File: config.mk
export PLATFORM = sky130hd
export DESIGN_NAME = text_to_unsigned_parser_unit
export DESIGN_NICKNAME = d
export VERILOG_FILES = /design/src/hdl/ttou_pkg.sv /design/src/hdl/text_to_unsigned_parser_unit.sv /design/src/hdl/ttou_front.sv /design/src/hdl/ttou_queue.sv /design/src/hdl/ttou_back.sv
export SDC_FILE = /design/constraint.sdc
export NUM_CORES = 1
export LEC_CHECK = 0
export BUFFER_PORTS_ARGS = -buffer_cell sky130_fd_sc_hd__buf_2
export CORE_ASPECT_RATIO = 2
export CORE_MARGIN = 4
export CORE_UTILIZATION = 50
export DETAILED_ROUTE_END_ITERATION = 8
export GPL_ROUTABILITY_DRIVEN = 0
export PLACE_DENSITY = 0.7
export SLEW_MARGIN = 5
export SYNTH_ARGS = -nofsm -noshare
export SYNTH_HDL_FRONTEND = slang
export SYNTH_SLANG_ARGS = --single-unit
File: constraint.sdc
create_clock -name clock -period 9.8 [get_ports clock]
set_clock_uncertainty 0.2 [all_clocks]
set_input_delay 0.49 -clock clock [delete_from_list [all_inputs] [get_ports clock]]
set_output_delay 0.49 -clock clock [all_outputs]
set_load 0.005 [all_outputs]
File: src/hdl/ttou_pkg.sv
// shared types and constants for the text to unsigned parser
`default_nettype none

package ttou_pkg;

   localparam int QUEUE_DEPTH     = 4;
   localparam int QUEUE_PTR_WIDTH = 2;

   localparam logic [5:0] BASE_MAX = 6'd36;
   localparam logic [5:0] BASE_HEX = 6'd16;
   localparam logic [5:0] BASE_OCT = 6'd8;
   localparam logic [5:0] BASE_DEC = 6'd10;
   localparam logic [5:0] NO_DIGIT = 6'h3F;

   localparam logic [7:0] CHAR_SPACE  = 8'h20;
   localparam logic [7:0] CHAR_TAB    = 8'h09;
   localparam logic [7:0] CHAR_CR     = 8'h0D;
   localparam logic [7:0] CHAR_PLUS   = 8'h2B;
   localparam logic [7:0] CHAR_ZERO   = 8'h30;
   localparam logic [7:0] CHAR_NINE   = 8'h39;
   localparam logic [7:0] CHAR_LOW_A  = 8'h61;
   localparam logic [7:0] CHAR_LOW_Z  = 8'h7A;
   localparam logic [7:0] CHAR_UP_A   = 8'h41;
   localparam logic [7:0] CHAR_UP_Z   = 8'h5A;
   localparam logic [7:0] CHAR_LOW_X  = 8'h78;
   localparam logic [7:0] CHAR_UP_X   = 8'h58;
   localparam logic [7:0] DIGIT_ALPHA = 8'd10;

   typedef enum logic [1:0] {
      PH_WS     = 2'd0,
      PH_PREFIX = 2'd1,
      PH_ZERO   = 2'd2,
      PH_DIGITS = 2'd3
   } phase_type;

   typedef struct packed {
      logic       start;
      logic [5:0] base;
      logic [5:0] digit;
      logic       is_space;
      logic       is_plus;
      logic       is_zero;
      logic       is_dec;
      logic       is_x;
   } entry_type;

endpackage

`default_nettype wire

File: src/hdl/text_to_unsigned_parser_unit.sv
// top level of the streaming text to unsigned number parser
`default_nettype none

// Parses one character per transaction at a sustained one character per clock while
// the result side does not stall. A character is classified on entry and placed in a
// four-entry queue; the parse engine takes one entry per cycle unless a result waits
// unaccepted, and does one multiply-add of the accumulator by the base (at most 36)
// per digit, which sets the cycle time. The character that ends a parse passes the
// queue, and its result is then held in an output register; while it waits, the queue
// takes characters until full. The base register may be written only while idle.
module text_to_unsigned_parser_unit #(
   parameter int VALUE_WIDTH  = 32,
   parameter int OFFSET_WIDTH = 16
) (
   input  wire logic        clock,
   input  wire logic        reset,
   input  wire logic        csr_valid,
   output logic             csr_ready,
   input  wire logic [5:0]  csr_data,      // base_select
   input  wire logic        req_tvalid,
   output logic             req_tready,
   input  wire logic [7:0]  req_tdata,     // char_code
   input  wire logic        req_tuser,     // start_of_string
   output logic             rsp_tvalid,
   input  wire logic        rsp_tready,
   output logic [((VALUE_WIDTH+OFFSET_WIDTH+7)/8)*8-1:0] rsp_tdata, // parsed_value, stop_offset
   output logic [1:0]       rsp_tuser      // overflow_flag, no_base_flag
);

   localparam int RSP_DATA_WIDTH = ((VALUE_WIDTH + OFFSET_WIDTH + 7) / 8) * 8;

   ttou_pkg::entry_type       front_entry;
   ttou_pkg::entry_type       back_entry;
   logic                      entry_valid;
   logic                      entry_pop;
   logic [VALUE_WIDTH-1:0]    parsed_value;
   logic [OFFSET_WIDTH-1:0]   stop_offset;
   logic                      overflow_flag;
   logic                      no_base_flag;

   ttou_front u_front (
      .clock           (clock),
      .reset           (reset),
      .csr_valid       (csr_valid),
      .csr_ready       (csr_ready),
      .csr_data        (csr_data),
      .char_code       (req_tdata),
      .start_of_string (req_tuser),
      .entry           (front_entry)
   );

   ttou_queue u_queue (
      .clock      (clock),
      .reset      (reset),
      .push_valid (req_tvalid),
      .push_ready (req_tready),
      .push_entry (front_entry),
      .pop_valid  (entry_valid),
      .pop        (entry_pop),
      .pop_entry  (back_entry)
   );

   ttou_back #(
      .VALUE_WIDTH  (VALUE_WIDTH),
      .OFFSET_WIDTH (OFFSET_WIDTH)
   ) u_back (
      .clock         (clock),
      .reset         (reset),
      .entry_valid   (entry_valid),
      .entry_pop     (entry_pop),
      .entry         (back_entry),
      .rsp_valid     (rsp_tvalid),
      .rsp_ready     (rsp_tready),
      .parsed_value  (parsed_value),
      .stop_offset   (stop_offset),
      .overflow_flag (overflow_flag),
      .no_base_flag  (no_base_flag)
   );

   assign rsp_tdata = RSP_DATA_WIDTH'({stop_offset, parsed_value});
   assign rsp_tuser = {no_base_flag, overflow_flag};

endmodule

`default_nettype wire

File: src/hdl/ttou_front.sv
// front end: base register, character classification into queue entries
`default_nettype none

module ttou_front (
   input  wire logic              clock,
   input  wire logic              reset,
   input  wire logic              csr_valid,
   output logic                   csr_ready,
   input  wire logic [5:0]        csr_data,
   input  wire logic [7:0]        char_code,
   input  wire logic              start_of_string,
   output ttou_pkg::entry_type    entry
);

   logic [5:0] base_select_ff;
   logic [5:0] base_select_in;
   logic [7:0] dec_off;
   logic [7:0] low_off;
   logic [7:0] up_off;

   assign csr_ready = 1'b1;

   always_comb begin
      base_select_in = base_select_ff;
      if (csr_valid) begin
         base_select_in = csr_data;
      end
   end

   always_ff @(posedge clock) begin
      if (reset) begin
         base_select_ff <= '0;
      end else begin
         base_select_ff <= base_select_in;
      end
   end

   always_comb begin
      dec_off = char_code - ttou_pkg::CHAR_ZERO;
      low_off = char_code - ttou_pkg::CHAR_LOW_A + ttou_pkg::DIGIT_ALPHA;
      up_off  = char_code - ttou_pkg::CHAR_UP_A + ttou_pkg::DIGIT_ALPHA;

      entry.start    = start_of_string;
      entry.base     = (base_select_ff > ttou_pkg::BASE_MAX) ? ttou_pkg::BASE_MAX
                                                              : base_select_ff;
      entry.is_space = (char_code == ttou_pkg::CHAR_SPACE) ||
                       ((char_code >= ttou_pkg::CHAR_TAB) && (char_code <= ttou_pkg::CHAR_CR));
      entry.is_plus  = (char_code == ttou_pkg::CHAR_PLUS);
      entry.is_zero  = (char_code == ttou_pkg::CHAR_ZERO);
      entry.is_dec   = (char_code >= ttou_pkg::CHAR_ZERO) && (char_code <= ttou_pkg::CHAR_NINE);
      entry.is_x     = (char_code == ttou_pkg::CHAR_LOW_X) || (char_code == ttou_pkg::CHAR_UP_X);

      if (entry.is_dec) begin
         entry.digit = dec_off[5:0];
      end else if ((char_code >= ttou_pkg::CHAR_LOW_A) && (char_code <= ttou_pkg::CHAR_LOW_Z)) begin
         entry.digit = low_off[5:0];
      end else if ((char_code >= ttou_pkg::CHAR_UP_A) && (char_code <= ttou_pkg::CHAR_UP_Z)) begin
         entry.digit = up_off[5:0];
      end else begin
         entry.digit = ttou_pkg::NO_DIGIT;
      end
   end

endmodule

`default_nettype wire

File: src/hdl/ttou_queue.sv
// short queue of classified characters between front and back end
`default_nettype none

module ttou_queue (
   input  wire logic              clock,
   input  wire logic              reset,
   input  wire logic              push_valid,
   output logic                   push_ready,
   input  wire ttou_pkg::entry_type push_entry,
   output logic                   pop_valid,
   input  wire logic              pop,
   output ttou_pkg::entry_type    pop_entry
);

   ttou_pkg::entry_type                   slot_ff [ttou_pkg::QUEUE_DEPTH];
   logic [ttou_pkg::QUEUE_PTR_WIDTH-1:0]  wr_ptr_ff;
   logic [ttou_pkg::QUEUE_PTR_WIDTH-1:0]  wr_ptr_in;
   logic [ttou_pkg::QUEUE_PTR_WIDTH-1:0]  rd_ptr_ff;
   logic [ttou_pkg::QUEUE_PTR_WIDTH-1:0]  rd_ptr_in;
   logic [ttou_pkg::QUEUE_PTR_WIDTH:0]    count_ff;
   logic [ttou_pkg::QUEUE_PTR_WIDTH:0]    count_in;
   logic                                  do_push;
   logic                                  do_pop;

   assign push_ready = (count_ff != (ttou_pkg::QUEUE_PTR_WIDTH+1)'(ttou_pkg::QUEUE_DEPTH));
   assign pop_valid  = (count_ff != '0);
   assign pop_entry  = slot_ff[rd_ptr_ff];
   assign do_push    = push_valid && push_ready;
   assign do_pop     = pop && pop_valid;

   always_comb begin
      wr_ptr_in = do_push ? wr_ptr_ff + 1'b1 : wr_ptr_ff;
      rd_ptr_in = do_pop ? rd_ptr_ff + 1'b1 : rd_ptr_ff;
      count_in  = count_ff;
      if (do_push && !do_pop) begin
         count_in = count_ff + 1'b1;
      end else if (do_pop && !do_push) begin
         count_in = count_ff - 1'b1;
      end
   end

   always_ff @(posedge clock) begin
      if (reset) begin
         wr_ptr_ff <= '0;
         rd_ptr_ff <= '0;
         count_ff  <= '0;
      end else begin
         wr_ptr_ff <= wr_ptr_in;
         rd_ptr_ff <= rd_ptr_in;
         count_ff  <= count_in;
      end
   end

   always_ff @(posedge clock) begin
      if (do_push) begin
         slot_ff[wr_ptr_ff] <= push_entry;
      end
   end

endmodule

`default_nettype wire

File: src/hdl/ttou_back.sv
// back end: parse state machine, multiply-add accumulator and result register
`default_nettype none

module ttou_back #(
   parameter int VALUE_WIDTH  = 32,
   parameter int OFFSET_WIDTH = 16
) (
   input  wire logic                    clock,
   input  wire logic                    reset,
   input  wire logic                    entry_valid,
   output logic                         entry_pop,
   input  wire ttou_pkg::entry_type     entry,
   output logic                         rsp_valid,
   input  wire logic                    rsp_ready,
   output logic [VALUE_WIDTH-1:0]       parsed_value,
   output logic [OFFSET_WIDTH-1:0]      stop_offset,
   output logic                         overflow_flag,
   output logic                         no_base_flag
);

   localparam int WIDE_WIDTH = VALUE_WIDTH + 6;

   ttou_pkg::phase_type        phase_ff, phase_in, cur_phase;
   logic [VALUE_WIDTH-1:0]     acc_ff, acc_in, cur_acc;
   logic [OFFSET_WIDTH-1:0]    pos_ff, pos_in, cur_pos, pos_next;
   logic [5:0]                 base_ff, base_in, cur_base, dig_base;
   logic                       fin_ff, fin_in, cur_fin;
   logic                       take;
   logic                       prefix_go;
   logic                       digit_go;
   logic                       emit;
   logic [VALUE_WIDTH-1:0]     emit_value;
   logic                       emit_ovf;
   logic                       emit_nob;
   logic [WIDE_WIDTH-1:0]      wide;
   logic                       rsp_valid_ff, rsp_valid_in;
   logic [VALUE_WIDTH-1:0]     value_ff;
   logic [OFFSET_WIDTH-1:0]    offset_ff;
   logic                       ovf_ff;
   logic                       nob_ff;

   assign take      = entry_valid && (!rsp_valid_ff || rsp_ready);
   assign entry_pop = take;

   always_comb begin
      cur_phase = entry.start ? ttou_pkg::PH_WS : phase_ff;
      cur_acc   = entry.start ? '0 : acc_ff;
      cur_pos   = entry.start ? '0 : pos_ff;
      cur_base  = entry.start ? entry.base : base_ff;
      cur_fin   = entry.start ? 1'b0 : fin_ff;
      pos_next  = (cur_pos == {OFFSET_WIDTH{1'b1}}) ? cur_pos : cur_pos + 1'b1;

      phase_in   = cur_phase;
      acc_in     = cur_acc;
      pos_in     = cur_pos;
      base_in    = cur_base;
      fin_in     = cur_fin;
      prefix_go  = 1'b0;
      digit_go   = 1'b0;
      dig_base   = cur_base;
      emit       = 1'b0;
      emit_value = '0;
      emit_ovf   = 1'b0;
      emit_nob   = 1'b0;

      if (!cur_fin) begin
         unique case (cur_phase)
            ttou_pkg::PH_WS: begin
               if (entry.is_space) begin
                  pos_in = pos_next;
               end else if (entry.is_plus) begin
                  phase_in = ttou_pkg::PH_PREFIX;
                  pos_in   = pos_next;
               end else begin
                  prefix_go = 1'b1;
               end
            end
            ttou_pkg::PH_PREFIX: begin
               prefix_go = 1'b1;
            end
            ttou_pkg::PH_ZERO: begin
               if (entry.is_x) begin
                  base_in  = ttou_pkg::BASE_HEX;
                  phase_in = ttou_pkg::PH_DIGITS;
                  pos_in   = pos_next;
               end else if (entry.is_dec) begin
                  dig_base = ttou_pkg::BASE_OCT;
                  digit_go = 1'b1;
               end else begin
                  emit     = 1'b1;
                  emit_nob = 1'b1;
               end
            end
            ttou_pkg::PH_DIGITS: begin
               digit_go = 1'b1;
            end
            default: begin
               digit_go = 1'b1;
            end
         endcase

         if (prefix_go) begin
            if (cur_base != '0) begin
               digit_go = 1'b1;
            end else if (entry.is_zero) begin
               phase_in = ttou_pkg::PH_ZERO;
               pos_in   = pos_next;
            end else if (entry.is_dec) begin
               dig_base = ttou_pkg::BASE_DEC;
               digit_go = 1'b1;
            end else begin
               emit     = 1'b1;
               emit_nob = 1'b1;
            end
         end
      end

      wide = WIDE_WIDTH'(cur_acc) * WIDE_WIDTH'(dig_base) + WIDE_WIDTH'(entry.digit);

      if (digit_go) begin
         phase_in = ttou_pkg::PH_DIGITS;
         base_in  = dig_base;
         if ((dig_base == '0) || (entry.digit >= dig_base)) begin
            emit       = 1'b1;
            emit_value = cur_acc;
         end else if (wide[WIDE_WIDTH-1:VALUE_WIDTH] != '0) begin
            emit     = 1'b1;
            emit_ovf = 1'b1;
         end else begin
            acc_in = wide[VALUE_WIDTH-1:0];
            pos_in = pos_next;
         end
      end

      if (emit) begin
         fin_in = 1'b1;
      end

      rsp_valid_in = rsp_valid_ff;
      if (rsp_valid_ff && rsp_ready) begin
         rsp_valid_in = 1'b0;
      end
      if (take && emit) begin
         rsp_valid_in = 1'b1;
      end
   end

   always_ff @(posedge clock) begin
      if (reset) begin
         phase_ff     <= ttou_pkg::PH_WS;
         acc_ff       <= '0;
         pos_ff       <= '0;
         base_ff      <= '0;
         fin_ff       <= 1'b1;
         rsp_valid_ff <= 1'b0;
      end else begin
         rsp_valid_ff <= rsp_valid_in;
         if (take) begin
            phase_ff <= phase_in;
            acc_ff   <= acc_in;
            pos_ff   <= pos_in;
            base_ff  <= base_in;
            fin_ff   <= fin_in;
         end
      end
   end

   always_ff @(posedge clock) begin
      if (take && emit) begin
         value_ff  <= emit_value;
         offset_ff <= cur_pos;
         ovf_ff    <= emit_ovf;
         nob_ff    <= emit_nob;
      end
   end

   assign rsp_valid     = rsp_valid_ff;
   assign parsed_value  = value_ff;
   assign stop_offset   = offset_ff;
   assign overflow_flag = ovf_ff;
   assign no_base_flag  = nob_ff;

endmodule

`default_nettype wire

* Word level (Yosys, flattened, before mapping)
Memories as Yosys holds them, arrays and structs flattened. A register that Yosys moved wholly into a read port is not among the register bits.
Cells that the tools add are included.
** Operators by class
- $lt $le $gt $ge :: 10
- Reductions and logical operators :: 27
- Multiplexer cells :: 78
- $add $sub $neg :: 11
- $mul :: 1
- Bitwise operators :: 1
- Eq/ne operators :: 10
** Operator list (count)
- 2-to-1 mux 16 bit :: 12
- 2-to-1 mux 32 bit :: 4
- 2-to-1 mux 6 bit :: 17
- adder 38 x 6 -> 38 bit :: 1
- multiplier 32 x 6 -> 38 bit :: 1
- case mux 16 bit (2 select lines) :: 1
- 2-to-1 mux 1 bit :: 28
- == test 8 x 6 -> 1 bit, second input constant :: 3
- 2-to-1 mux 2 bit :: 11
- adder 16 x 1 -> 16 bit, second input constant :: 1
- == test 16 bit, second input constant :: 1
- == test 8 x 7 -> 1 bit, second input constant :: 2
- >= comparator 8 x 7 -> 1 bit, second input constant :: 2
- less-or-equal comparator 8 x 7 -> 1 bit, second input constant :: 2
- adder 6 x 4 -> 6 bit, second input constant :: 2
- nonzero test 6 bit :: 2
- subtractor 6 bit, second input constant :: 2
- logical AND 1 bit :: 11
- >= comparator 8 x 4 -> 1 bit, second input constant :: 1
- >= comparator 8 x 6 -> 1 bit, second input constant :: 1
- less-or-equal comparator 8 x 4 -> 1 bit, second input constant :: 1
- less-or-equal comparator 8 x 6 -> 1 bit, second input constant :: 1
- >= comparator 6 bit :: 1
- > comparator 6 bit, second input constant :: 1
- other kinds (19) :: 29
** Word-level totals
- Register bits after elaboration :: 121
- Logic and storage cells :: 153
- Output and inout bits :: 53
- Input bits :: 20
- RAM bits :: 72
- Memories kept :: 1
** Memories
- u_queue.slot_ff :: words 4, bits a word 18, read ports 1, clocked after Yosys merged registers in 1, wr ports 1, RTL line ttou_queue.sv:15 : ttou_pkg::entry_type slot_ff [ttou_pkg::QUEUE_DEPTH];

* Longest topological paths before layout
Gate-level depths: netlist of the first run.
- Depth after elaboration :: 17
- Mapped depth :: 32
- Depth with buffers taken out :: 25

* Hierarchy
A second synthesis of the first run with hierarchy kept.
** Second synthesis, totals
- Cells, all modules :: 1532
- Area total of the unflattened synthesis :: 15374.7 um2
** Modules (own cells, without submodules)
- ttou_back :: instances 1, area each 11479.8 um2, seq. area each 2662.6 um2, cells an instance 1289
- ttou_queue :: instances 1, area each 3119.2 um2, seq. area each 2342.2 um2, cells an instance 142
- ttou_front :: instances 1, area each 760.7 um2, seq. area each 120.1 um2, cells an instance 99
- text_to_unsigned_parser_unit :: instances 1, area each 15.0 um2, seq. area each 0.0 um2, cells an instance 2

* Worst setup path before layout of the first run
Ideal clock, no wire load.
- Kind :: register to register
- Start :: register with a tool-made name
- End :: register u_back.nob_ff (netlist: u_back.no_base_flag) (enable)
- Cell stages (with the launch flop) :: 26
- Setup time :: 0.461 ns
- Clock period less this slack :: 9.085 ns
- Path slack :: 0.715 ns
- Data arrival time :: 8.424 ns
- Cells stage by stage :: dfxtp_1 > buf_6 > mux4_2 > o22a_1 > or3_1 > or2_0 > and2_1 > nand2b_1 > and2_1 > clkbuf_1 > or2_1 > fa_1 > fa_1 > inv_1 > fa_1 > fa_1 > ha_1 > o21ai_0 > o21ai_1 > nand4_1 > a211o_1 > a21oi_1 > a311oi_1 > nand3_1 > a21oi_1 > nor2_1
** RTL lines
- end signal: assignment :: RTL line ttou_back.sv:173 : nob_ff <= emit_nob;
- end: declaration :: RTL line ttou_back.sv:40 : logic nob_ff;

==> results of run 1 <==
==> cells by family (layout without fill, tap and decap cells) <==
| group | count (synthesis) | count (layout) |
|---|---|---|
| adder cells (fa/ha/maj) | 229 | 229 |
| AO/OA/AOI/OAI | 284 | 284 |
| other | 1 | 1 |
| AND/OR/NAND/NOR | 604 | 604 |
| buffers and inverters | 140 | 188 |
| XOR/XNOR | 47 | 47 |
| multiplexers | 37 | 37 |
| flip-flops | 195 | 195 |
==> power by group through the flow <==
| stage | Sequential [W] | Combinational (W) | Clock (W) |
|---|---|---|---|
| floorplan | 0.00113 | 0.000981 | 0 |
| global placement | 0.00115 | 0.00145 | 0 |
| detailed placement | 0.00115 | 0.00147 | 0 |
| CTS | 0.00113 | 0.00148 | 0.000735 |
| global route | 0.00115 | 0.00162 | 0.000767 |
| finish | 0.00113 | 0.00148 | 0.000725 |
==> state kept, by name (all words and copies together), names as in the netlist, 2 cells and up, named ones only <==
| register | count |
|---|---|
| u_back.phase_ff | 2 |
| u_front.base_select_ff | 6 |
| u_back.parsed_value | 32 |
| u_queue.slot_ff | 72 |
| u_back.pos_ff | 16 |
| u_queue.rd_ptr_ff | 2 |
| u_queue.count_ff | 3 |
| u_back.acc_ff | 32 |
| u_back.base_ff | 6 |
| u_queue.wr_ptr_ff | 2 |
| u_back.stop_offset | 16 |
==> cells in the final DEF, fill, tap and decap left out, types with 16 or more instances in the layout <==
master,netlist,layout
o21ai_0,50,50
clkbuf_16,0,17
xnor2_1,32,32
a21oi_1,83,83
a22oi_1,22,22
mux2i_1,18,18
mux4_2,18,18
a22o_1,18,18
nor3_1,19,19
buf_4,3,19
nand2b_1,16,16
dfxtp_1,73,73
fa_1,125,125
nor2_1,334,332
ha_1,104,104
nand2_1,121,121
nand3_1,28,28
inv_1,64,64
edfxtp_1,122,122
and3_1,16,16
buf_2,8,71
==> cells in the mapped netlist, drive strengths merged, types with 14 or more instances <==
| master | count | area (sq um) |
|---|---|---|
| nor2b | 16 | 108 |
| nor2 | 334 | 1250 |
| a21oi | 84 | 424 |
| nor3 | 20 | 105 |
| a211oi | 14 | 105 |
| a22oi | 22 | 165 |
| fa | 125 | 2500 |
| inv | 65 | 244 |
| mux2i | 18 | 180 |
| o21ai | 57 | 285 |
| nand2b | 16 | 100 |
| and3 | 16 | 100 |
| buf | 21 | 130 |
| a22o | 18 | 158 |
| nand3 | 28 | 140 |
| clkbuf | 54 | 203 |
| xor2 | 15 | 131 |
| nand2 | 121 | 454 |
| dfxtp | 73 | 1460 |
| mux4 | 18 | 405 |
| edfxtp | 122 | 3660 |
| xnor2 | 32 | 280 |
| ha | 104 | 1300 |
==> area by class of cell <==
type                    count  area, sq um  share of cell area
multi-input cells        1202         9340               0.573
flip-flops and latches    195         5120               0.315
repair buffers             91          518              0.0318
well taps                 364          455              0.0280
clock buffers              17          425              0.0261
inverters                  65          244              0.0150
clock inverters            15          185              0.0114
==> worst register-to-register path, stage by stage (launching register included) <==
cell and delay [ns]:
dfxtp_1 0.48, buf_4 0.37, mux4_2 0.60, o22a_1 0.23, or3_1 0.33, or2_0 0.22, and2_1 0.18, nand2b_1 0.23
o21ai_4 0.43, nor2_1 0.20, fa_1 0.55, fa_1 0.53, fa_1 0.50, ha_1 0.33, ha_1 0.39, a211oi_1 0.23
o21ai_0 0.14, a221oi_1 0.58, a211oi_1 0.24, nor3_1 0.26, a2111oi_2 0.12, nand3_1 0.20, a21oi_1 0.15, nor2_4 0.72
buf_4 0.44
==> through the flow <==
step / setup slack [ns] / power, W / utilization / instances / area [sq um]
after detailed placement: 0.627 / 0.00262 / 0.529 / 1917 / 15700
after floorplan: 0.715 / 0.00211 / - / 1537 / 15000
after global routing: 0.136 / 0.00354 / 0.550 / 1949 / 16300
after global placement: 0.897 / 0.00260 / 0.529 / 1917 / 15700
final: 0.629 / 0.00334 / 0.550 / 1949 / 16300
after CTS: 0.615 / 0.00334 / 0.550 / 1949 / 16300
==> routing by layer <==
layer	vias up	global-route usage	routed length (um)
li1	5425	-	-
met1	5778	0.252	13100
met2	403	0.470	22200
met3	132	0.0300	1420
met4	0	0.138	2050
met5	-	0	0
==> path summary, 6_finish.rpt <==
path                           from                 endpoint  slack (ns)  cells past startpoint
setup reg to reg           register  u_back.parsed_value[31]        0.63                     24
hold reg to reg   u_back.acc_ff[24]        u_back.acc_ff[24]        0.29                      1
setup / recovery           register  u_back.parsed_value[31]        0.63                     24
hold / removal            req_tuser   u_queue.slot_ff[0][17]        0.05                      1
==> summary.md, run 1 <==
| Metric | Value |
|---|---|
| Core area | 29600 sq um |
| Initial Util | 0.507 |
| Vias | 11700 |
| CP cell instances | buf_4 > mux4_2 > o22a_1 > or3_1 > or2_0 > and2_1 > nand2b_1 > o21ai_4 > nor2_1 > fa_1 > fa_1 > fa_1 > ha_1 > ha_1 > a211oi_1 > o21ai_0 > a221oi_1 > a211oi_1 > nor3_1 > a2111oi_2 > nand3_1 > a21oi_1 > nor2_4 > buf_4 |
| Clk buf depth | 2 |
| Clk sinks | 195 |
| Port Buf Inserts | 71 |
| Largest net degree at the start of global routing | 61 |
| Synth Flop Type | edfxtp_1 |
| Pint | 0.00188 W |
| DRC viols | 0 |
| CP arrival | 9.12 ns |
| Clk pwr share | 0.217 |
| Seq/Total Area, Yosys | 0.341 |
| Routed wire length | 38800 um |
| Inserted Diodes | 0 |
| Sequential power share | 0.339 |
| EDFF count, synth | 122 |
| CP max FO | 32 |
| # hold bufs at CTS | 0 |
| Vias in the first global route | 12400 |
| Total negative slack | 0 ns |
| Number of synthesized register bits | 195 |
| Die footprint | 33000 sq um |
| Post-cts sizing count | 0 |
| Maximum vdd drop | 236 uV |
| Post-synthesis cell type count | 77 |
| DR pass1 iterations | 5 |
| H-tree Lvls | 4 |
| Clock Latency Late Sink | 0.47 ns |
| FP Rows | 89 |
| Synth Cell Area | 15000 sq um |
| Max-cap viol count | 0 |
| Post-synthesis adder-cell area fraction | 0.253 |
| Slew headroom | 0.266 |
| Critical path type | register to register |
| CP Capture Type | register |
| ANT nets after route | 0 |
| Root Buffer | clkbuf_16 |
| Initial antenna violation count | 0 |
| Critical path's top delay family | simple AND/OR/NAND/NOR gates |
| Slew @ Worst Pin | 1.10 ns |
| Synth Area in Compound Gates | 0.124 |
| Syn_nets | 1786 |
| Final Net Count | 1821 |
| WL/cell | 19.9 um |
| RSZ-0062 raised after global routing | no |
| Final hold slack | 0.0500 ns |
| WP buf/inv | 2 |
| Dpl hpwl | 29600 um |
| Sw Ratio | 0.439 |
| Post-Synth Simple-Gate Area | 0.175 |
| Worst-path clk slew | 0.08 ns |
| Fillers | 2657 |
| Power per cell area | 205 nW/um^2 |
| Mux contribution to synthesized area | 0.0398 |
| First-pass GRT wire length | 63200 um |
| GR Overflow Total | 0 |
| Min-Delay Path Class | primary input to register |
| Fraction of registers with async set/reset | 0 |
| Sw power | 0.00147 W |
| CP most frequent cell | fa_1 |
| Status | finished clean |
| DIE WIDTH | 131 um |
| Io pins | 73 |
| Mean area per synthesized cell | 9.77 sq um |
| YS warnings | 0 |
| GRT Total Usage | 0.247 |
| LEAKAGE | 7.03 nW |
| Maximum clock rate | 109 MHz |
| Crit path time final | 9.17 ns |
| Final Slew Violations | 0 |
| Number of setup violations in the final report | 0 |
| Worst EP required | 9.75 ns |
| Combinational Power Share | 0.444 |
| Area growth, synth to finish | 8.50% |
| Vias per cell | 6.02 |
| Initial drt markers | 763 |
| Post-Synth XOR/XNOR Area | 0.0274 |
| Post-synthesis instance total | 1537 |
| Share of cells above drive strength 1 | 0.103 |
| Slowest stage delay, CP | 0.72 ns |
| Hold Vio Cnt, Final | 0 |
| Period utilization | 0.936 |
| CTS buffer count | 17 |
| TritonCTS clock tree | yes |
| Setup crit start kind | register |
| Critical path's slowest cell | nor2_4 |
| Postcts setup bufs | 0 |
| Largest family of logic cells by synthesized area | adder cells |
| Die Y | 253 um |
No activity file was read; power rests on OpenSTA's default activity.
==> inputs of run 2 (changes only) <==
--- a/config.mk
+++ b/config.mk
@@ -9,9 +9,11 @@
 export CORE_ASPECT_RATIO = 2
 export CORE_MARGIN = 4
 export CORE_UTILIZATION = 50
+export CTS_BUF_LIST = sky130_fd_sc_hd__clkbuf_8
 export DETAILED_ROUTE_END_ITERATION = 8
 export GPL_ROUTABILITY_DRIVEN = 0
 export PLACE_DENSITY = 0.7
+export REMOVE_ABC_BUFFERS = 1
 export SLEW_MARGIN = 5
 export SYNTH_ARGS = -nofsm -noshare
 export SYNTH_HDL_FRONTEND = slang
==> summary.md, run 2 (synthesis gave the netlist of run 1 again) <==
| Metric | Value |
|---|---|
| Post-route insts no fill | 1960 |
| Area growth, synth to finish | 7.80% |
| Initial Util | 0.507 |
| Number of setup violations in the final report | 0 |
| LEAKAGE | 6.99 nW |
| CP max FO | 28 |
| DR pass1 iterations | 6 |
| Max-cap viol count | 0 |
| Maximum clock rate | 108 MHz |
| FP Rows | 89 |
| RSZ-0062 raised after global routing | no |
| Period utilization | 0.947 |
| Setup WS post-layout | 0.517 ns |
| Die footprint | 33000 sq um |
| Slew @ Worst Pin | 1.21 ns |
| Io pins | 73 |
| Final Slew Violations | 0 |
| Final instance area | 16200 sq um |
| TritonCTS clock tree | yes |
| Vias | 12000 |
| Clock Latency Late Sink | 0.52 ns |
| Initial antenna violation count | 0 |
| Final Net Count | 1831 |
| ANT nets after route | 0 |
| Largest reg by FF count | u_queue.slot_ff |
| Largest net degree at the start of global routing | 61 |
| Hold Vio Cnt, Final | 0 |
| Vias in the first global route | 12800 |
| Maximum vdd drop | 200 uV |
| Clk sinks | 195 |
| Setup crit start kind | register |
| Commonest non-fill, non-tap cell in the layout | nor2_1 |
| Critical path type | register to register |
| Min-Delay Path Class | primary input to register |
| Core area | 29600 sq um |
| Share of cells above drive strength 1 | 0.107 |
| CTS buffer count | 17 |
| Worst EP required | 10.03 ns |
| Final core occ | 0.546 |
| Status | finished clean |
| Clk buf depth | 2 |
| Commonest non-fill, non-tap cells in the layout | nor2_1, fa_1, edfxtp_1 |
| Vias per cell | 6.13 |
| Routed wire length | 41400 um |
| H-tree Lvls | 4 |
| Post-Place Cells | 1920 |
| GR Overflow Total | 0 |
| Root Buffer | clkbuf_8 |
| Crit path time final | 9.28 ns |
| Port Buf Inserts | 71 |
| Initial drt markers | 870 |
| Fillers | 2667 |
| First-pass GRT wire length | 65600 um |
| DIE WIDTH | 131 um |
| Worst-path clk slew | 0.11 ns |
| Power per cell area | 199 nW/um^2 |
| DP Area | 15700 sq um |
| Number of flip-flops under the largest register name | 72 |
| Pre-CTS setup slack | 0.516 ns |
| DRC viols | 0 |
| Dpl hpwl | 31100 um |
| Power, Total | 0.00323 W |
| CP Capture Type | register |
| GRT Total Usage | 0.258 |
| Slew headroom | 0.191 |
| WL/cell | 21.1 um |
| CP arrival | 9.51 ns |
| Die Y | 253 um |
[run 2: through the flow]
stage | hold WS [ns] | setup TNS [ns]
after detailed placement | 0.264 | 0
after CTS | 0.000339 | 0
after floorplan | 0.249 | -26.57
after global routing | 0.0282 | 0
final | 0.0331 | 0
after global placement | 0.262 | 0
[run 2: path summary, 6_finish.rpt]
path                     startpoint  slack, ns                         to  depth (start not counted)
setup / recovery           register       0.52           u_back.rsp_valid                         26
hold / removal          csr_data[5]       0.03  u_front.base_select_ff[5]                          3
setup reg to reg           register       0.52           u_back.rsp_valid                         26
hold reg to reg   u_back.acc_ff[27]       0.29          u_back.acc_ff[27]                          1
[run 2: report_power, final]
group / total, W / switching, W / internal, W / leakage, nW
registers: 0.00113 / 0.0000863 / 0.00105 / 1.73
logic: 0.00153 / 0.00106 / 0.000469 / 5.06
clock network: 0.000560 / 0.000342 / 0.000218 / 0.208
total: 0.00323 / 0.00149 / 0.00173 / 6.99
[run 2: per-layer routing]
metal	up-vias	GRT usage	wire, um
met4	0	0.159	2660
met5	-	0	0
met2	436	0.496	23600
li1	5450	-	-
met3	164	0.0355	1810
met1	5963	0.248	13400
[run 2: area by class of cell]
type / instances / area [sq um] / share of cell area
Tap cell: 364 / 455 / 0.0281
Clock inverter: 15 / 183 / 0.0113
Clock buffer: 17 / 234 / 0.0145
Sequential cell: 195 / 5120 / 0.317
Multi-Input combinational cell: 1203 / 9340 / 0.577
Antenna cell: 1 / 2.50 / 0.000155
Timing Repair Buffer: 100 / 601 / 0.0371
Inverter: 65 / 244 / 0.0151
[run 2: repair_timing]
item / CTS / global route
endpoints found under the setup margin: 0 / 8
setup buffers: 0 / 0
gates resized for setup: 0 / 2
hold buffers: 6 / 0
hold endpoints to repair: 9 / 0
[run 2: worst max-delay path: stages (launching register included)]
cell,delay (ns)
dfxtp_1,0.60
mux4_2,0.73
o22a_1,0.28
or3_1,0.33
or2_0,0.22
and2_1,0.19
nand2b_1,0.19
o21ai_2,0.47
buf_4,0.37
nor2_1,0.09
fa_1,0.52
fa_1,0.54
inv_1,0.05
fa_1,0.53
inv_1,0.04
ha_1,0.28
ha_1,0.42
nor3_1,0.28
o311ai_0,0.21
a221oi_1,0.42
o2111ai_1,0.27
a2111oi_2,0.50
nand3_1,0.26
a21oi_2,0.38
nor2_4,0.20
buf_4,0.31
o21ba_2,0.24
